**src/sv/pdce_pkg.sv**
```systemverilog
// ----------------------------------------------------------------------------
// pdce_pkg
// Shared constants and types for the pairwise distance consistency error core.
// ----------------------------------------------------------------------------
package pdce_pkg;
    localparam int MAX_PAIRS  = 256;
    localparam int COORD_BITS = 12;
    localparam int IDX_BITS   = $clog2(MAX_PAIRS);
    localparam int CNT_BITS   = $clog2(MAX_PAIRS + 1);
    // Squared distance scaled by 2^8: two squares plus one bit, then eight.
    localparam int SQ_BITS    = 2 * COORD_BITS + 1 + 8;
    localparam int RT_BITS    = (SQ_BITS + 1) / 2;
    localparam int SUM_BITS   = RT_BITS + 2 * IDX_BITS + 2;
    localparam int DIV_BITS   = 2 * CNT_BITS;
    localparam int MEAN_BITS  = 17;
    localparam logic [MEAN_BITS-1:0] MEAN_MAX = '1;

    typedef struct packed {
        logic [COORD_BITS-1:0] dy;
        logic [COORD_BITS-1:0] dx;
        logic [COORD_BITS-1:0] cy;
        logic [COORD_BITS-1:0] cx;
    } pair_t;
endpackage

```
**src/sv/pdce_div.sv**
```systemverilog
// ----------------------------------------------------------------------------
// pdce_div
// Restoring divider, one quotient bit per cycle, with saturation.
// ----------------------------------------------------------------------------
module pdce_div
    import pdce_pkg::*;
(
    input  logic                  aclk,
    input  logic                  aresetn,
    input  logic                  start,
    input  logic [SUM_BITS-1:0]   dividend,
    input  logic [DIV_BITS-1:0]   divisor,
    output logic                  done,
    output logic [MEAN_BITS-1:0]  quotient
);
    localparam int QC_BITS = $clog2(SUM_BITS + 1);

    logic                busy_reg, done_reg;
    logic [SUM_BITS-1:0] num_reg, quo_reg;
    logic [DIV_BITS:0]   rem_reg;
    logic [DIV_BITS-1:0] den_reg;
    logic [QC_BITS-1:0]  cnt_reg;
    logic [DIV_BITS:0]   rem_sh;

    assign rem_sh = {rem_reg[DIV_BITS-1:0], num_reg[SUM_BITS-1]};

    always_ff @(posedge aclk) begin
        if (!aresetn) begin
            busy_reg <= 1'b0;
            done_reg <= 1'b0;
        end else begin
            done_reg <= 1'b0;
            if (start && !busy_reg) begin
                busy_reg <= 1'b1;
                num_reg  <= dividend;
                den_reg  <= divisor;
                rem_reg  <= '0;
                quo_reg  <= '0;
                cnt_reg  <= '0;
            end else if (busy_reg) begin
                num_reg <= num_reg << 1;
                cnt_reg <= cnt_reg + 1'b1;
                if (rem_sh >= {1'b0, den_reg}) begin
                    rem_reg <= rem_sh - {1'b0, den_reg};
                    quo_reg <= {quo_reg[SUM_BITS-2:0], 1'b1};
                end else begin
                    rem_reg <= rem_sh;
                    quo_reg <= {quo_reg[SUM_BITS-2:0], 1'b0};
                end
                if (cnt_reg == QC_BITS'(SUM_BITS - 1)) begin
                    busy_reg <= 1'b0;
                    done_reg <= 1'b1;
                end
            end
        end
    end

    assign done     = done_reg;
    assign quotient = (quo_reg[SUM_BITS-1:MEAN_BITS] != '0) ? MEAN_MAX
                                                            : quo_reg[MEAN_BITS-1:0];
endmodule

```
**config.mk**
```make
export PLATFORM = sky130hd
export DESIGN_NAME = pdce_div
export DESIGN_NICKNAME = d
export VERILOG_FILES = /design/src/sv/pdce_pkg.sv /design/src/sv/pdce_div.sv
export SDC_FILE = /design/constraint.sdc
export NUM_CORES = 1
export LEC_CHECK = 0
export BUFFER_PORTS_ARGS = -buffer_cell sky130_fd_sc_hd__buf_2
export CAP_MARGIN = 20
export CORE_MARGIN = 5
export CORE_UTILIZATION = 30
export DETAILED_ROUTE_END_ITERATION = 10
export MAX_ROUTING_LAYER = met4
export PLACE_DENSITY_LB_ADDON = 0.12
export SLEW_MARGIN = 20
export SYNTH_ARGS = -nofsm -noshare
export SYNTH_HDL_FRONTEND = slang
export SYNTH_SLANG_ARGS = --single-unit
```
**constraint.sdc**
```tcl
create_clock -name aclk -period 5.7 [get_ports aclk]
set_clock_uncertainty 0.05 [all_clocks]
set_input_delay 0.285 -clock aclk [delete_from_list [all_inputs] [get_ports aclk]]
set_output_delay 0.285 -clock aclk [all_outputs]
set_load 0.03 [all_outputs]
```
* After elaboration in Yosys (flattened, before gate mapping)
Index checks and enable logic that the tools add are counted.
Storage, ports and cells: bits in registers 114, bits of input ports 56, output and inout port bits 18, logic and storage cells 32
Cells by class: add/sub/neg operators 2, magnitude comparators 1, equality and inequality tests 1, multiplexer cells 12, bitwise gates (word level) 2, reduce and logical (&&, ||, !) cells 7
Operators by type and width (number):
- $mux W35 | 3
- $mux W18 | 2
- $ge A19 B18 Y1 | 1
- $reduce_bool A18 Y1 | 1
- $sub A18 B18 Y18 | 1
- $mux W17 | 1
- $add A6 B1 Y6 const B | 1
- $eq A6 B6 Y1 const B | 1
- $mux W6 | 1
- $mux W1 | 5
- $reduce_and A2 Y1 | 2
- $reduce_or A3 Y1 | 1
- $not A1 Y1 | 2
- $reduce_bool A2 Y1 | 1
- $logic_and A1 B1 Y1 | 1
- $logic_not A1 Y1 | 1

* Logic depth before layout (Yosys ltp)
depth after elaboration 4, gate-level depth with buffers 11

* Worst setup path after synthesis
Ideal clock, no wire load.
path kind register to register, start register busy_reg, end register cnt_reg[0] (enable), setup time 0.460 ns, data arrival time 2.469 ns, data required time 5.190 ns, path slack 2.720 ns, stages on the path, launching flop included 2, cells stage by stage dfxtp_1 -> o21a_1
On the way: longest elaborated chain between the ends 4
Ends and longest elaborated chain:
- from (decl) | RTL line pdce_div.sv:18 | logic busy_reg, done_reg;
- from (signal assigned) | RTL line pdce_div.sv:29 | busy_reg <= 1'b0;
- from (signal assigned) | RTL line pdce_div.sv:34 | busy_reg <= 1'b1;
- from (signal assigned) | RTL line pdce_div.sv:51 | busy_reg <= 1'b0;
- $logic_not A1 Y1 | RTL line pdce_div.sv:33 | if (start && !busy_reg) begin
- $logic_and A1 B1 Y1 | RTL line pdce_div.sv:33
- $reduce_bool A2 Y1 (no line) (*)
- $reduce_and A2 Y1 (no line) (*)
- to (signal assigned) | RTL line pdce_div.sv:42 | cnt_reg <= cnt_reg + 1'b1;
- to (decl) | RTL line pdce_div.sv:22 | logic [QC_BITS-1:0] cnt_reg;
Mark *: on every way between the ends. The rest lies on a longest branch, timed or not. A chain may end at the register's enable or synchronous reset.

* Final worst setup path
start register quo_reg[20], end output port quotient[0]
On the way: longest elaborated chain between the ends 2
Ends and longest elaborated chain:
- from (decl) | RTL line pdce_div.sv:19 | logic [SUM_BITS-1:0] num_reg, quo_reg;
- from (signal assigned) | RTL line pdce_div.sv:45 | quo_reg <= {quo_reg[SUM_BITS-2:0], 1'b1};
- from (signal assigned) | RTL line pdce_div.sv:48 | quo_reg <= {quo_reg[SUM_BITS-2:0], 1'b0};
- $reduce_bool A18 Y1 | RTL line pdce_div.sv:59 | assign quotient = (quo_reg[SUM_BITS-1:MEAN_BITS] != '0) ? MEAN_MAX
- $mux W17 | RTL line pdce_div.sv:59
- to (decl) | RTL line pdce_div.sv:14 | output logic [MEAN_BITS-1:0] quotient
No other way between the ends.

==> key figures <==
Timing
  • Fin crit share: approximately half
  • Fmax: about 340 MHz
  • Crit path time final: 2.90 ns
  • Setup TNS: 0 ns
  • Slew HR: 36.8%
  • Endpoints failing hold: 0
  • Final Max Slew Viols: 0
  • Slew @ Worst Pin: 0.948 ns
  • RSZ-0062 raised after global routing: false
  • Final setup fails: 0

CTS
  • Insertion delay to the later sink of the worst-skew pair: just over 0.4 ns
  • CTS root buf: clkbuf_16
  • Clock buffer depth: 2
  • Number of H-tree levels: 4
  • Post-CTS resize count: 0
  • Clock sinks: 114
  • CTS tree: yes
  • Worst-path clk slew: 0.05 ns
  • TritonCTS Buffers: 17

GRT
  • GRT Util Overall: roughly an eighth
  • Vias in the first global route: 4227
  • Largest net degree at the start of global routing: 76
  • First-pass GRT wire length: 21400 um
  • Initial antenna violation count: 0
  • Remaining Overflow, GRT: 0

Die
  • Die Area: 0.0227 sq mm
  • DIE WIDTH: 151 um
  • CORE AREA: just under 0.02 sq mm
  • Initial core utilization: 30.4%
  • IO Pins: 74
  • Chip height: 151 um
  • Row count: 51

Worst setup path
  • Crit. End Element: output port
  • Worst stage delay on the critical path: 0.71 ns
  • Worst path cell trace: or4_1, nor4_4, or2b_1, buf_2
  • Buf/Inv on CP: 1
  • Critical-path maximum fanout: 17
  • Setup crit start kind: register
  • Critical path's top delay family: simple AND/OR/NAND/NOR gates
  • CP max stage cell: nor4_4
  • Crit path required time: 5.37 ns
  • Critical path class: reg2out
  • Crit path arrival time: between 2 and 3 ns

Synth
  • Synth unique cells: between 60 and 70
  • Synth Warn #: 0
  • Yosys reg bits: roughly 110
  • Post-Synthesis Cell Area: 0.00592 sq mm
  • Async set-reset flop share out of synthesis: 0%
  • Mapped Avg Cell Area: around 11 sq um
  • Seq/Total Area, Yosys: 57.4%
  • Post-synth top flop: edfxtp_1
  • Synthesized Nets: 600
  • Post-Syn Instances: 523
  • Number of synthesized flops with an enable pin: 112

Route
  • Remaining antenna violation count: 0
  • Initial drt markers: 218
  • DRT Wirelength: 13000 um
  • Vias per cell: 4.55
  • Drt pass-1 iters: 4
  • Post-route DRC: 0
  • DR WL/cell: 14.6 um
  • Via count: 4049

Placement
  • DP Wirelength: 8490 um
  • GPL Wtd Cong: about 0.8
  • Port Buffers: 73

Finish
  • Synth-to-Final Area Change: 21.9%
  • Multi-input gate area: approximately 0.0023 sq mm
  • Fillers: 1956
  • # diodes: 0
  • Nets: 689
  • Share of cells above drive strength 1: 24.2%
  • Sequential cell area: 0.00340 sq mm

Pwr
  • Worst vdd ir: 0.000208 V
  • Total Power: between 2000 and 2500 uW
  • PD cells: 338 mW/mm^2
  • Leakage power: between 0.002 and 0.003 uW

Run
  • Max cap viols: 0

Run status
  • Status: completed

Min path
  • Worst Hold Class: in2reg
[cell type report]
| class | instances | area share, % |
|---|---|---|
| Clock buffer | 23 | 6.20 |
| Clock inverter | 9 | 1.51 |
| Inverter | 22 | 1.14 |
| Multi-Input combinational cell | 365 | 31.8 |
| Sequential cell | 114 | 47.1 |
| Tap cell | 265 | 4.59 |
| Timing Repair Buffer | 92 | 7.59 |
[metrics by stage]
| stage | utilization [%] | cell area (sq um) | std cells | hold WS, ns | setup WS (ns) |
|---|---|---|---|---|---|
| 6_report | 37.1 | 7220 | 890 | 0.0214 | 2.80 |
| 3_3_place_gp | 33.4 | 6500 | 842 | 0.411 | 3.07 |
| 4_1_cts | 37.1 | 7220 | 890 | 0.0142 | 2.74 |
| 3_5_place_dp | 33.4 | 6500 | 842 | 0.413 | 2.99 |
| 2_1_floorplan | - | 5920 | 523 | 0.334 | 2.72 |
| 5_1_grt | 37.1 | 7220 | 890 | 0.00862 | 2.62 |
[timing repair]
item,4_1_cts,5_1_grt
hold endpoints to repair,16,0
hold buffers,16,0
setup buffers,0,0
[where the power goes]
group          internal [uW]  total (uW)  switching (uW)
clock                    641        1010             373
sequential              1010        1040            28.0
combinational            158         389             230
total                   1810        2440             632
[cells in the final DEF (no fill, tap or decap), types with 3 or more instances in the layout]
cell	count
nand2_1	121
edfxtp_1	112
buf_2	73
and2_1	39
inv_1	22
ha_1	20
a21oi_1	19
nand2b_1	17
clkbuf_16	17
dlygate4sd3_1	16
nand3_1	15
nor2_1	13
xnor2_1	12
a21oi_2	12
o21ai_2	10
o21ai_0	10
clkbuf_1	6
nand4_1	5
o21ai_1	5
xor2_1	4
nor3_1	4
nor4_1	3
a21o_1	3
a211oi_2	3
nor3_2	3
clkinvlp_4	3
buf_4	3
[cell families (layout without fill, tap and decap cells)]
| kind of cell | count (synthesis) | count (layout) | share of synthesized area, % |
|---|---|---|---|
| multiplexers | 1 | 1 | 0.190 |
| adder cells (fa/ha/maj) | 21 | 21 | 4.56 |
| flip-flops | 114 | 114 | 57.4 |
| AO/OA/AOI/OAI | 85 | 85 | 11.0 |
| AND/OR/NAND/NOR | 242 | 242 | 20.5 |
| buffers and inverters | 44 | 146 | 3.95 |
| XOR/XNOR | 16 | 16 | 2.37 |
[worst paths after layout]
path,startpoint,to,slack (ns),depth (start not counted)
setup / recovery,quo_reg[20]$_SDFFCE_PP0P_,quotient[0],2.80,4
hold reg to reg,num_reg[32]$_DFFE_PP_,num_reg[33]$_DFFE_PP_,0.46,2
hold / removal,divisor[16],den_reg[16]$_DFFE_PP_,0.02,1
setup reg to reg,num_reg[34]$_DFFE_PP_,rem_reg[14]$_SDFFCE_PP0P_,2.94,10
[cells in the mapped netlist, types with 2 or more instances]
| master | n | area (sq um) |
|---|---|---|
| nand2_1 | 121 | 454 |
| edfxtp_1 | 112 | 3360 |
| and2_1 | 39 | 244 |
| inv_1 | 22 | 82.6 |
| ha_1 | 20 | 250 |
| a21oi_1 | 19 | 95.1 |
| nand2b_1 | 18 | 113 |
| nand3_1 | 15 | 75.1 |
| nor2_1 | 13 | 48.8 |
| a21oi_2 | 12 | 105 |
| xnor2_1 | 12 | 105 |
| clkbuf_1 | 10 | 37.5 |
| o21ai_0 | 10 | 50.1 |
| o21ai_2 | 10 | 87.6 |
| nand4_1 | 5 | 31.3 |
| o21ai_1 | 5 | 25.0 |
| nor3_1 | 4 | 20.0 |
| xor2_1 | 4 | 35.0 |
| a211oi_2 | 3 | 37.5 |
| a21o_1 | 3 | 22.5 |
| buf_1 | 3 | 11.3 |
| buf_6 | 3 | 33.8 |
| nor3_2 | 3 | 30.0 |
| nor4_1 | 3 | 18.8 |
| a211oi_1 | 2 | 15.0 |
| a21oi_4 | 2 | 32.5 |
| and3_1 | 2 | 12.5 |
| buf_4 | 2 | 15.0 |
| dfxtp_1 | 2 | 40.0 |
| nor2_2 | 2 | 12.5 |
| nor2b_1 | 2 | 12.5 |
| o211ai_1 | 2 | 15.0 |
| o211ai_2 | 2 | 25.0 |
| o21a_1 | 2 | 15.0 |
| o21bai_1 | 2 | 15.0 |
| o22ai_1 | 2 | 12.5 |
| or2b_1 | 2 | 15.0 |
[routing by layer]
| metal | wire [um] | up-vias | part of all wire [%] | global-route usage (%) |
|---|---|---|---|---|
| met5 | 0 | - | 0 | - |
| li1 | - | 2024 | - | - |
| met4 | 244 | 0 | 1.9 | 5.22 |
| met2 | 5940 | 84 | 46 | 18.6 |
| met3 | 558 | 21 | 4.3 | 3.01 |
| met1 | 6220 | 1920 | 48 | 15.9 |
Note: power is estimated with default switching activity, not from simulation.
