$ cat src/sv/pdce_pkg.sv
// ----------------------------------------------------------------------------
// pdce_pkg
// Shared constants and types for the pairwise distance consistency error core.
// ----------------------------------------------------------------------------
package pdce_pkg;
    localparam int MAX_PAIRS  = 256;
    localparam int COORD_BITS = 12;
    localparam int IDX_BITS   = $clog2(MAX_PAIRS);
    localparam int CNT_BITS   = $clog2(MAX_PAIRS + 1);
    // Squared distance scaled by 2^8: two squares plus one bit, then eight.
    localparam int SQ_BITS    = 2 * COORD_BITS + 1 + 8;
    localparam int RT_BITS    = (SQ_BITS + 1) / 2;
    localparam int SUM_BITS   = RT_BITS + 2 * IDX_BITS + 2;
    localparam int DIV_BITS   = 2 * CNT_BITS;
    localparam int MEAN_BITS  = 17;
    localparam logic [MEAN_BITS-1:0] MEAN_MAX = '1;

    typedef struct packed {
        logic [COORD_BITS-1:0] dy;
        logic [COORD_BITS-1:0] dx;
        logic [COORD_BITS-1:0] cy;
        logic [COORD_BITS-1:0] cx;
    } pair_t;
endpackage

$ cat src/sv/pdce_dist.sv
// ----------------------------------------------------------------------------
// pdce_dist
// Bit-serial squared distance and integer square root, one root bit per cycle
// after a serial square.
// ----------------------------------------------------------------------------
module pdce_dist
    import pdce_pkg::*;
(
    input  logic                  aclk,
    input  logic                  aresetn,
    input  logic                  start,
    input  logic [COORD_BITS-1:0] x0,
    input  logic [COORD_BITS-1:0] y0,
    input  logic [COORD_BITS-1:0] x1,
    input  logic [COORD_BITS-1:0] y1,
    output logic                  done,
    output logic [RT_BITS-1:0]    root
);
    typedef enum logic [1:0] {S_IDLE, S_SQX, S_SQY, S_ROOT} state_t;
    localparam int SC_BITS  = $clog2(RT_BITS + 1);
    // The radicand is held in an even number of bits so that the root
    // digits pair up from the least significant end.
    localparam int RAD_BITS = 2 * RT_BITS;

    state_t               state_reg;
    logic [COORD_BITS-1:0] ay_reg, mul_reg;
    logic [RAD_BITS-1:0]  mcand_reg;
    logic [RAD_BITS-1:0]  acc_reg;
    logic [SQ_BITS-1:0]   rem_reg;
    logic [RT_BITS-1:0]   res_reg;
    logic [SC_BITS-1:0]   step_reg;
    logic                 done_reg;

    logic [COORD_BITS-1:0] adx, ady;
    logic [SQ_BITS+1:0]   trial;
    logic [SQ_BITS+1:0]   rem_sh;

    assign adx = (x0 > x1) ? x0 - x1 : x1 - x0;
    assign ady = (y0 > y1) ? y0 - y1 : y1 - y0;

    // Restoring root: bring down two bits of the radicand per cycle.
    assign rem_sh = {rem_reg, acc_reg[RAD_BITS-1 -: 2]};
    assign trial  = (SQ_BITS + 2)'({res_reg, 2'b01});

    always_ff @(posedge aclk) begin
        if (!aresetn) begin
            state_reg <= S_IDLE;
            done_reg  <= 1'b0;
        end else begin
            done_reg <= 1'b0;
            case (state_reg)
                S_IDLE: begin
                    if (start) begin
                        ay_reg    <= ady;
                        mul_reg   <= adx;
                        mcand_reg <= RAD_BITS'(adx) << 8;
                        acc_reg   <= '0;
                        step_reg  <= '0;
                        state_reg <= S_SQX;
                    end
                end
                // Shift-add square, one multiplier bit per cycle from the bottom.
                S_SQX, S_SQY: begin
                    acc_reg   <= acc_reg + (mul_reg[0] ? mcand_reg : '0);
                    mul_reg   <= mul_reg >> 1;
                    mcand_reg <= mcand_reg << 1;
                    step_reg  <= step_reg + 1'b1;
                    if (step_reg == SC_BITS'(COORD_BITS - 1)) begin
                        step_reg <= '0;
                        if (state_reg == S_SQX) begin
                            mul_reg   <= ay_reg;
                            mcand_reg <= RAD_BITS'(ay_reg) << 8;
                            state_reg <= S_SQY;
                        end else begin
                            rem_reg   <= '0;
                            res_reg   <= '0;
                            state_reg <= S_ROOT;
                        end
                    end
                end
                S_ROOT: begin
                    acc_reg  <= acc_reg << 2;
                    step_reg <= step_reg + 1'b1;
                    if (rem_sh >= trial) begin
                        rem_reg <= SQ_BITS'(rem_sh - trial);
                        res_reg <= {res_reg[RT_BITS-2:0], 1'b1};
                    end else begin
                        rem_reg <= SQ_BITS'(rem_sh);
                        res_reg <= {res_reg[RT_BITS-2:0], 1'b0};
                    end
                    if (step_reg == SC_BITS'(RT_BITS - 1)) begin
                        done_reg  <= 1'b1;
                        state_reg <= S_IDLE;
                    end
                end
                default: state_reg <= S_IDLE;
            endcase
        end
    end

    assign done = done_reg;
    assign root = res_reg;
endmodule

$ cat config.mk
export PLATFORM = sky130hd
export DESIGN_NAME = pdce_dist
export DESIGN_NICKNAME = d
export VERILOG_FILES = /design/src/sv/pdce_pkg.sv /design/src/sv/pdce_dist.sv
export SDC_FILE = /design/constraint.sdc
export NUM_CORES = 1
export LEC_CHECK = 0
export BUFFER_PORTS_ARGS = -buffer_cell sky130_fd_sc_hd__buf_2
export CORE_MARGIN = 1.5
export CORE_UTILIZATION = 60
export CTS_CLUSTER_DIAMETER = 40
export DETAILED_ROUTE_END_ITERATION = 8
export HOLD_SLACK_MARGIN = 0.12
export PLACE_DENSITY_LB_ADDON = 0.25
export REMOVE_ABC_BUFFERS = 1
export SLEW_MARGIN = 20
export SYNTH_ARGS = -nofsm -noshare
export SYNTH_HDL_FRONTEND = slang
export SYNTH_SLANG_ARGS = --single-unit
$ cat constraint.sdc
create_clock -name aclk -period 9.6 [get_ports aclk]
set_input_delay 0.48 -clock aclk [delete_from_list [all_inputs] [get_ports aclk]]
set_output_delay 0.48 -clock aclk [all_outputs]
set_load 0.01 [all_outputs]
* Word level (Yosys, flattened, before mapping)
Index checks and enable logic that the tools add are counted.
** Word-level totals
- Flip-flop bits (word level) :: 150
- Input port bits :: 51
- Output and inout bits :: 18
** Operators by class
- Reductions and logical operators :: 10
- Equality and inequality tests :: 9
- Mux-type cells :: 30
- $add $sub $neg :: 7
- Magnitude comparators :: 3
** Operators with widths (count)
- two-way mux 34 bit :: 5
- case mux 34 bit (3 select lines) :: 1
- two-way mux 33 bit :: 3
- case mux 34 bit (2 select lines) :: 1
- case mux 33 bit (2 select lines) :: 1
- two-way mux 12 bit :: 5
- subtractor 12 bit :: 4
- greater-or-equal comparator 35 x 19 -> 1 bit :: 1
- adder 34 bit :: 1
- two-way mux 17 bit :: 2
- case mux 17 bit (2 select lines) :: 1
- subtractor 33 x 19 -> 33 bit :: 1
- > comparator 12 bit :: 2
- case mux 12 bit (2 select lines) :: 1
- case mux 5 bit (3 select lines) :: 1
- two-way mux 5 bit :: 2
- AND reduction 3 bit :: 3
- != test 2 bit (second input constant) :: 4
- two-way mux 2 bit :: 3
- case mux 2 bit (3 select lines) :: 1
- adder 5 x 1 -> 5 bit (second input constant) :: 1
- == test 5 x 4 -> 1 bit (second input constant) :: 1
- == test 5 bit (second input constant) :: 1
- == test 2 bit (second input constant) :: 2
- 7 further kinds :: 11

* Longest topological paths before layout
Gate-level depths: netlist of run 1.
- Word-level depth :: 4
- Mapped depth :: 13

* Least setup slack after synthesis of run 1
No wires, ideal clock.
- Path type :: register -> register
- From :: register state_reg[0]
- To :: register rem_reg[0], enable pin
- Period minus slack after synthesis :: 4.025 ns
- Required time :: 9.136 ns
- Stages on the path, launching flop included :: 7
- Setup slack :: 5.575 ns
- Arrival :: 3.562 ns
- Path buffers :: 2
- Library setup time :: 0.464 ns
- Cells stage by stage :: dfxtp_1 -> inv_1 -> ha_1 -> clkbuf_1 -> clkbuf_1 -> mux2i_1 -> nor2b_1
** Between the ends
- Cells in the longest elaborated chain, start to end :: 4
- Elaborated cells on any way between the ends :: 8
- Classes of those cells :: eq/ne: 5; reduce/logical: 3
** Ends and longest elaborated chain
- start, declared :: RTL line pdce_dist.sv:25 : state_t state_reg;
- start signal, assigned :: RTL line pdce_dist.sv:47 : state_reg <= S_IDLE;
- start signal, assigned :: RTL line pdce_dist.sv:59 : state_reg <= S_SQX;
- start signal, assigned :: RTL line pdce_dist.sv:73 : state_reg <= S_SQY;
- == test 2 x 1 -> 1 bit / == test 2 bit (equally long branches) :: RTL line pdce_dist.sv:51, pdce_dist.sv:70
- OR reduction 2 bit :: RTL line pdce_dist.sv:51 : case (state_reg)
- != test 2 bit (no line) / nonzero test 2 bit (equally long branches)
- AND reduction 4 bit (no line) *
- end signal, assigned :: RTL line pdce_dist.sv:85 : rem_reg <= SQ_BITS'(rem_sh - trial);
- end signal, assigned :: RTL line pdce_dist.sv:88 : rem_reg <= SQ_BITS'(rem_sh);
- end, declared :: RTL line pdce_dist.sv:29 : logic [SQ_BITS-1:0] rem_reg;
Every way passes the cells marked *; elsewhere a longest branch is shown, timed or not.
A chain may end at the register's enable or synchronous reset.

* Final worst setup path of run 1
- From :: register res_reg[6] (netlist: root[6])
- To :: register rem_reg[18] (data pin)
** Between the ends
- Cells in the longest elaborated chain, start to end :: 3
- Elaborated cells on any way between the ends :: 4
- Classes of those cells :: add/sub: 1; order compare: 1; mux: 2
** Ends and longest elaborated chain
- start, declared :: RTL line pdce_dist.sv:30 : logic [RT_BITS-1:0] res_reg;
- start signal, assigned :: RTL line pdce_dist.sv:86 : res_reg <= {res_reg[RT_BITS-2:0], 1'b1};
- start signal, assigned :: RTL line pdce_dist.sv:89 : res_reg <= {res_reg[RT_BITS-2:0], 1'b0};
- subtractor 33 x 19 -> 33 bit / greater-or-equal comparator 35 x 19 -> 1 bit (equally long branches) :: RTL line pdce_dist.sv:85, pdce_dist.sv:84
- two-way mux 33 bit * :: RTL line pdce_dist.sv:84 : if (rem_sh >= trial) begin
- case mux 33 bit (2 select lines) * :: RTL line pdce_dist.sv:51
Marked as above.

==> impl_results.rst, run 1 <==
.. list-table::
   :header-rows: 1

   * - Metric
     - Value
   * - GRT Util Overall
     - about a quarter
   * - Post-synth cell types
     - between 70 and 80
   * - Number of antenna-violating nets in the routed design
     - 0
   * - Most frequent standard cell in the layout excluding fill and tap cells
     - sky130_fd_sc_hd__edfxtp_1
   * - Clock tree from TritonCTS
     - done
   * - Hold path cells
     - 3
   * - Wirelength, routed
     - roughly 23000 microns
   * - Tightest Hold Check Type
     - in -> reg
   * - Reported max-cap violation count
     - 0
   * - Highest-count cells in the layout ignoring fill and taps
     - sky130_fd_sc_hd__edfxtp_1 (131), sky130_fd_sc_hd__nor2_1 (105), sky130_fd_sc_hd__ha_1 (96)
   * - Total number of yosys warnings
     - 0
   * - Dominant cell type by area after synthesis
     - sky130_fd_sc_hd__edfxtp_1
   * - Metal2 WL
     - approximately 11000 microns
   * - Finished Core Util
     - around 69%
   * - Cell count of the worst reg-to-reg path
     - 11
   * - Area fraction in compound gates after synthesis
     - between 10% and 20%
   * - Die Footprint
     - about 18000 sq um
   * - Horiz. Die Dim
     - roughly 130 microns
   * - DRC marker count from the first detailed-route iteration
     - 538
   * - Number of remaining DRC errors
     - 0
   * - Largest stage delay on the critical path
     - just over 0.9 ns
   * - Ratio of cells with drive above 1 in the final layout
     - a little under an eighth
   * - Final setup skew
     - roughly 0.013 ns
   * - Headroom to the max-slew limit
     - roughly a quarter
   * - Synthesized-area fraction occupied by adder cells
     - between 10% and 20%
   * - Antenna violations before repair
     - 0
   * - Sequential element share of the synthesized area
     - 38.6%
   * - Least-Margin Pin Slew
     - 1.11 ns
   * - Starting utilization of the core area
     - 61.9%
   * - Number of levels the H-tree was split into
     - 4
   * - Share of cell area taken by muxes after synthesis
     - 3.14%
   * - Clock-pin slew on the worst setup and hold paths
     - approximately 0.06 ns
   * - Count of antenna diodes in the layout
     - 0
   * - Fraction of registers with async set/reset
     - 0%
   * - Count of mapped cells out of synthesis
     - 1102
   * - Data arrival time of the critical path
     - between 3 and 4 ns
   * - Number of pins with negative max-slew slack in the final report
     - 0
   * - IR drop worst, VDD
     - around 0.14 mV
   * - Vias post-DR
     - ~8400
   * - Fraction of post-synthesis cell area in the top cell type by area
     - a little under two fifths
   * - Post-synthesis sequential element count
     - between 100 and 150
   * - Cell chain of the critical path
     - inv_1, ha_1, a21o_1, or4_1, a211oi_2, nor2_1, a2111oi_4, buf_4, nor4_1, a31oi_1, nand3_1
   * - Count of hold buffers inserted by post-cts repair
     - 0
   * - Area growth from synthesis to final layout
     - 11.3%
   * - Post-Synthesis Cell Area
     - 10300 sq um
   * - Port Buf Inserts
     - 68
   * - Mean instance size in the synthesized netlist
     - around 9.4 sq um
   * - Detail-routed via count per cell
     - roughly 6.0
   * - Post-detailed-route wirelength per cell
     - ~16 microns
   * - Top-level I/O count
     - 69
   * - Number of placement rows
     - 47
   * - Number of clock sinks
     - approximately 130
   * - Clock period minus worst slack
     - roughly 3.7 ns
   * - Core Region
     - about 17000 sq um
   * - Cell area power density
     - 160 nW/um^2
   * - Startpoint class of the critical path
     - register
   * - Number of synthesized flops with an enable pin
     - roughly 130
   * - First-pass DRT Iterations
     - 5
   * - Post-synthesis share of cell area spent on xor and xnor gates
     - 5.25%
   * - Final worst path period share
     - between 30% and 40%
   * - Combinational family with the most area after synthesis
     - compound AO/OA/AOI/OAI gates
   * - Hold Vio Cnt, Final
     - 0
   * - Capturing element type of the critical path
     - register
   * - Via count of the first global-routing pass
     - between 8000 and 9000
   * - Basic-gate share of the synthesized area counting and, or, nand and nor cells
     - between 15 and 20%
   * - Final setup vio count
     - 0
   * - Remaining Overflow, GRT
     - 0
   * - Max frequency
     - 0.272 GHz
   * - Most common flop cell mapped by yosys
     - sky130_fd_sc_hd__edfxtp_1
   * - Largest driver fanout on the critical path
     - 19
   * - Number of buffers inserted by post-CTS setup repair
     - 0
   * - Worst hold slack
     - between 0.3 and 0.4 ns
   * - Die span in y
     - 134 microns
   * - Highest metal used
     - met4
   * - Root cell of the clock tree
     - sky130_fd_sc_hd__clkbuf_16
   * - Global-route wire length before repair
     - between 30000 and 40000 microns
   * - Total power consumption of the routed design
     - around 1.8 mW
   * - Startpoint-to-endpoint class of the critical path
     - reg -> reg
   * - Longest Clk Path Bufs
     - 2
   * - Pin count of the biggest net entering global routing
     - 51
   * - Final Wtd Congestion
     - 0.895
   * - Final net count
     - roughly 1300
   * - Number of flip-flops under the largest register name
     - 33
   * - Post-CTS Resized
     - 0
   * - RSZ-0062 raised after global routing
     - false
   * - Detail Placement HPWL
     - 16000 microns
   * - Result of the run
     - completed
   * - Num CTS Buffers
     - 17
   * - Metal1 wirelength
     - 9820 microns
   * - Post-Route Setup TNS
     - 0 ns
   * - Top cells by area, synth
     - sky130_fd_sc_hd__edfxtp_1 (38%), sky130_fd_sc_hd__ha_1 (12%), sky130_fd_sc_hd__nor2_1 (3.8%)
   * - Leak pwr
     - approximately 4.8 nW
   * - Met3 wire length
     - 774 microns
   * - Cell with the biggest individual delay on the critical path
     - sky130_fd_sc_hd__a2111oi_4
   * - Worst-Skew Late Latency
     - roughly 0.43 ns
   * - Data required time at the worst endpoint
     - a little under 10 ns
   * - Layout filler cell count
     - ~1300
[area by class of cell]
type / count / area (sq um) / area share, %
multi-input combinational: 837 / 5880 / 51.0
sequential: 134 / 3990 / 34.7
clock buffer: 18 / 429 / 3.73
timing repair buffer: 75 / 393 / 3.41
inverter: 96 / 360 / 3.13
tap: 220 / 275 / 2.39
clock inverter: 14 / 184 / 1.60
[synthesized netlist by cell type (all sizes together), types with 6 or more instances]
library cell / instances
a31o: 6
o21ai: 55
a211o: 8
nand2b: 20
xnor2: 35
buf: 6
o31ai: 6
a21boi: 7
nor2b: 20
and2: 43
o21a: 12
a221o: 6
a22oi: 16
and3: 8
a211oi: 12
nor3: 25
a31oi: 11
o211ai: 11
inv: 96
nand3: 21
nor2: 105
ha: 96
a21o: 27
clkbuf: 29
or3: 8
nand2: 80
mux2i: 28
nor4: 6
edfxtp: 131
a21oi: 77
xor2: 27
[power by group]
part           switching, mW  internal [mW]
Sequential            0.0285          0.705
Clock                  0.251          0.432
Combinational          0.249          0.182
Total                  0.528           1.32
[critical path: cells and delay by family (launching register included)]
family,cells,cell delay (ns)
buffers and inverters,2,0.45
AOI/OAI and AO/OA,4,1.50
DFF,1,0.35
adders and majority gates,1,0.36
and+or+nand+nor,4,0.76
[cell families after synthesis]
family / after synthesis
flip-flops: 134
AND/OR/NAND/NOR: 364
XOR/XNOR: 62
adder cells (fa/ha/maj): 101
buffers and inverters: 131
multiplexers: 32
AO/OA/AOI/OAI: 278
[per-stage QoR]
stage	worst slack, ns	instance area, sq um	std cells
2_1_floorplan	5.54	10200	1067
3_3_place_gp	5.91	10900	1362
3_5_place_dp	5.82	10900	1362
4_1_cts	5.94	11500	1394
5_1_grt	5.68	11500	1394
6_report	5.93	11500	1394
[layer usage]
metal	global-route usage [%]	up-vias
met5	0	-
met4	10.6	0
met3	3.44	41
met2	45.5	240
met1	32.7	3992
li1	-	4096
[path summary, 6_finish.rpt]
| check | start | endpoint | slack [ns] |
|---|---|---|---|
| max | root[6] | rem_reg[18] | 5.93 |
| min | aresetn | done | 0.33 |
| max reg2reg | root[6] | rem_reg[18] | 5.93 |
| min reg2reg | state_reg[1] | state_reg[1] | 0.52 |
Note: power is estimated with default switching activity, not from simulation.
==> run 2, diff against run 1 <==
Settings changed: ABC_AREA set to 1.
Clock period 9.6 ns to 3.5 ns, I/O delays scaled along.
==> run 2 against run 1 <==
Net effect:
- routed wire length is 29% higher
- highest routed layer unchanged
- critical path type unchanged
- via count increased by 36%
- sequential share of layout area down 4.7 points
==> impl_results.rst, run 2 <==
.. list-table::
   :header-rows: 1

   * - Metric
     - Value
   * - RSZ-0062 raised after global routing
     - false
   * - Post-Synthesis Cell Area
     - 12200 sq um (+18%)
   * - Number of levels the H-tree was split into
     - 4 (unchanged)
   * - Fraction of post-synthesis cell area in the top cell type by area
     - 32.3% (-5.7 points)
   * - Final worst path period share
     - 77.4% (+39 points)
   * - Number of clock sinks
     - 134 (unchanged)
   * - Antenna violations before repair
     - 0 (unchanged)
   * - Global-route wire length before repair
     - 49300 microns (+30%)
   * - Count of mapped cells out of synthesis
     - 1819 (+65%)
   * - Final net count
     - 2023 (+54%)
   * - Detail-routed via count per cell
     - 5.29 (-12%)
   * - Area of the multi-input gates
     - 6700 sq um (+14%)
   * - Cell with the biggest individual delay on the critical path
     - sky130_fd_sc_hd__edfxtp_1
   * - Largest stage delay on the critical path
     - 0.42 ns (-0.49 ns)
   * - Startpoint class of the critical path
     - register
   * - Crit path buffers/inverters
     - 2 (unchanged)
   * - Startpoint-to-endpoint class of the critical path
     - reg -> reg
   * - Highest-count cells in the layout ignoring fill and taps
     - sky130_fd_sc_hd__nand2_1 (603), sky130_fd_sc_hd__inv_1 (334), sky130_fd_sc_hd__nor2_1 (181)
   * - Largest driver fanout on the critical path
     - 31 (+12)
   * - Tightest Hold Check Type
     - in -> reg
   * - DRC marker count from the first detailed-route iteration
     - 1078 (+100%)
   * - Combined flip-flop and latch cell area
     - 3990 sq um (unchanged)
   * - Hold Vio Cnt, Final
     - 0 (unchanged)
   * - Area growth from synthesis to final layout
     - 9.41%
   * - Number of placement rows
     - 51 (+8.5%)
   * - Layout filler cell count
     - 1737 (+31%)
   * - Total number of yosys warnings
     - 0 (unchanged)
   * - Clock period minus worst slack
     - 2.71 ns (-0.961 ns)
   * - Die span in y
     - 145 microns (+8.2%)
   * - Vias post-DR
     - 11400 (+36%)
   * - Die Footprint
     - 21100 sq um (+17%)
   * - Data arrival time of the critical path
     - 2.90 ns (-0.94 ns)
   * - GRT Util Overall
     - 28.3% (+2.2 points)
   * - Largest delay contributor family on the critical path
     - compound AO/OA/AOI/OAI gates
   * - Count of non-filler cells in the finished layout
     - 2149 (+54%)
   * - Number of pins with negative max-slew slack in the final report
     - 0 (unchanged)
   * - Number of antenna-violating nets in the routed design
     - 0 (unchanged)
   * - Starting utilization of the core area
     - 61.9% (about the same)
   * - Post-synth cell types
     - 42 (-42%)
   * - Horiz. Die Dim
     - 145 microns (+8.2%)
   * - Ratio of cells with drive above 1 in the final layout
     - 7.01% (-4.3 points)
   * - Cell chain of the critical path
     - inv_1, ha_1, a21oi_1, o21ai_0, a21oi_1, nand2_2, nor2_4, buf_4, nand2_1, nand2_1, nor2_1
   * - Via count of the first global-routing pass
     - 10600 (+30%)
   * - Post-placement cell count
     - 2116 (+55%)
   * - Number of flip-flops under the largest register name
     - 33 (unchanged)
   * - Result of the run
     - completed
   * - Final setup vio count
     - 0 (unchanged)
   * - Count of hold buffers inserted by post-cts repair
     - 1 (+1)
   * - Port Buf Inserts
     - 68 (unchanged)
   * - Number of synthesized flops with an enable pin
     - 131 (unchanged)
   * - Remaining Overflow, GRT
     - 0 (unchanged)
   * - Count of antenna diodes in the layout
     - 0 (unchanged)
   * - Pin count of the biggest net entering global routing
     - 51 (unchanged)
   * - Post-detailed-route wirelength per cell
     - 13.5 microns (-16%)
   * - Core Region
     - 19700 sq um (+18%)
   * - Detail Placement HPWL
     - 22400 microns (+40%)
   * - Fraction of registers with async set/reset
     - 0% (unchanged)
   * - Least-Margin Pin Slew
     - 0.965 ns (-0.142 ns)
   * - Most frequent cell after synthesis
     - sky130_fd_sc_hd__nand2_1
   * - Top-level I/O count
     - 69 (unchanged)
   * - Num CTS Buffers
     - 17 (unchanged)
   * - Most frequent standard cell in the layout excluding fill and tap cells
     - sky130_fd_sc_hd__nand2_1
   * - Wirelength, routed
     - 29100 microns (+29%)
   * - Sequential element share of the synthesized area
     - 32.8% (-5.8 points)
   * - Mean instance size in the synthesized netlist
     - 6.69 sq um (-29%)
   * - Worst setup timing slack at the placement stage
     - 0.854 ns (-4.96 ns)
   * - Top cells by area, synth
     - sky130_fd_sc_hd__edfxtp_1 (32%), sky130_fd_sc_hd__nand2_1 (19%), sky130_fd_sc_hd__inv_1 (10%)
   * - Data required time at the worst endpoint
     - 3.69 ns (-6.08 ns)
   * - First-pass DRT Iterations
     - 5 (unchanged)
   * - Reported max-cap violation count
     - 0 (unchanged)
   * - Number of buffers inserted by post-CTS setup repair
     - 0 (unchanged)
   * - Number of remaining DRC errors
     - 0 (unchanged)
   * - Total power consumption of the routed design
     - 9.50 mW (+410%)
   * - Final Wtd Congestion
     - 0.936 (+4.6%)
   * - Commonest cells in the netlist
     - sky130_fd_sc_hd__nand2_1 (603), sky130_fd_sc_hd__inv_1 (334), sky130_fd_sc_hd__nor2_1 (182)
   * - Capturing element type of the critical path
     - register
   * - Longest Clk Path Bufs
     - 2 (unchanged)
   * - Cell area power density
     - 714 nW/um^2 (+340%)
   * - Root cell of the clock tree
     - sky130_fd_sc_hd__clkbuf_16
   * - Most common flop cell mapped by yosys
     - sky130_fd_sc_hd__edfxtp_1
   * - Worst-Skew Late Latency
     - 0.44 ns (about the same)
   * - Post-CTS Resized
     - 0 (unchanged)
   * - IR drop worst, VDD
     - 0.460 mV (+230%)
   * - Clock-pin slew on the worst setup and hold paths
     - 0.06 ns (about the same)
   * - Leak pwr
     - 6.95 nW (+43%)
   * - Final setup skew
     - 0.0108 ns (-0.00237 ns)
   * - Headroom to the max-slew limit
     - 35.4% (+9.5 points)
   * - Clock tree from TritonCTS
     - done
   * - Dominant cell type by area after synthesis
     - sky130_fd_sc_hd__edfxtp_1
   * - Max frequency
     - 0.369 GHz (+35%)
   * - Setup WS post-layout
     - 0.790 ns (-5.14 ns)
   * - Worst hold slack
     - 0.162 ns (-0.165 ns)
   * - Post-synthesis sequential element count
     - 134 (unchanged)
==> run 2: cell count changes after synthesis, moves of 28 or more <==
cell | previous run | this run
sky130_fd_sc_hd__inv_1 | 95 | 334
sky130_fd_sc_hd__a21oi_1 | 77 | 105
sky130_fd_sc_hd__nand2_1 | 80 | 603
sky130_fd_sc_hd__nand3_1 | 21 | 92
sky130_fd_sc_hd__and2_1 | 43 | 4
sky130_fd_sc_hd__mux2i_1 | 28 | 0
sky130_fd_sc_hd__nor2_1 | 105 | 182
sky130_fd_sc_hd__xnor2_1 | 35 | 7
==> run 2: cell families after synthesis <==
group / share of synthesized area, %
AO/OA/AOI/OAI: 8.15
XOR/XNOR: 3.74
buffers and inverters: 12.2
AND/OR/NAND/NOR: 32.4
adder cells (fa/ha/maj): 10.7
flip-flops: 32.8
==> run 2: through the flow <==
stage	utilization, %	TNS [ns]	area (sq um)
2_1_floorplan	-	-337.40	12000
3_3_place_gp	64.7	0	12700
3_5_place_dp	64.7	0	12700
4_1_cts	67.7	0	13300
5_1_grt	67.7	0	13300
6_report	67.7	0	13300
==> run 2: layer usage <==
layer	vias up	share of wire [%]	global-route usage, %
li1	5814	-	-
met1	5044	44	37.7
met2	455	46	47.1
met3	54	7.3	4.89
met4	0	2.3	8.67
met5	-	0	0
==> run 2: tightest hold or removal path, stage by stage <==
cell and delay, ns:
sky130_fd_sc_hd__buf_2 0.09, sky130_fd_sc_hd__ha_1 0.13, sky130_fd_sc_hd__inv_1 0.04
==> run 2: final timing paths <==
kind / from / end / slack, ns / cells after the start
setup / recovery: root[12] / rem_reg[1] / 0.79 / 11
setup reg to reg: root[12] / rem_reg[1] / 0.79 / 11
hold / removal: y1[0] / ay_reg[0] / 0.16 / 3
hold reg to reg: mul_reg[1] / mul_reg[0] / 0.52 / 1
==> run 2: final cells by class <==
cell class              count  share of cell area [%]
inverters                 339                    9.56
clock buffers              17                    3.20
clock inverters            15                    1.16
repair buffers             79                    3.29
flip-flops and latches    134                    30.0
multi-input cells        1300                    50.3
well taps                 265                    2.49
==> run 2: power by group <==
group          switching, mW  internal (mW)  total (mW)
sequential             0.353           2.50        2.85
clock                  0.750           1.05        1.80
combinational           3.26           1.59        4.84
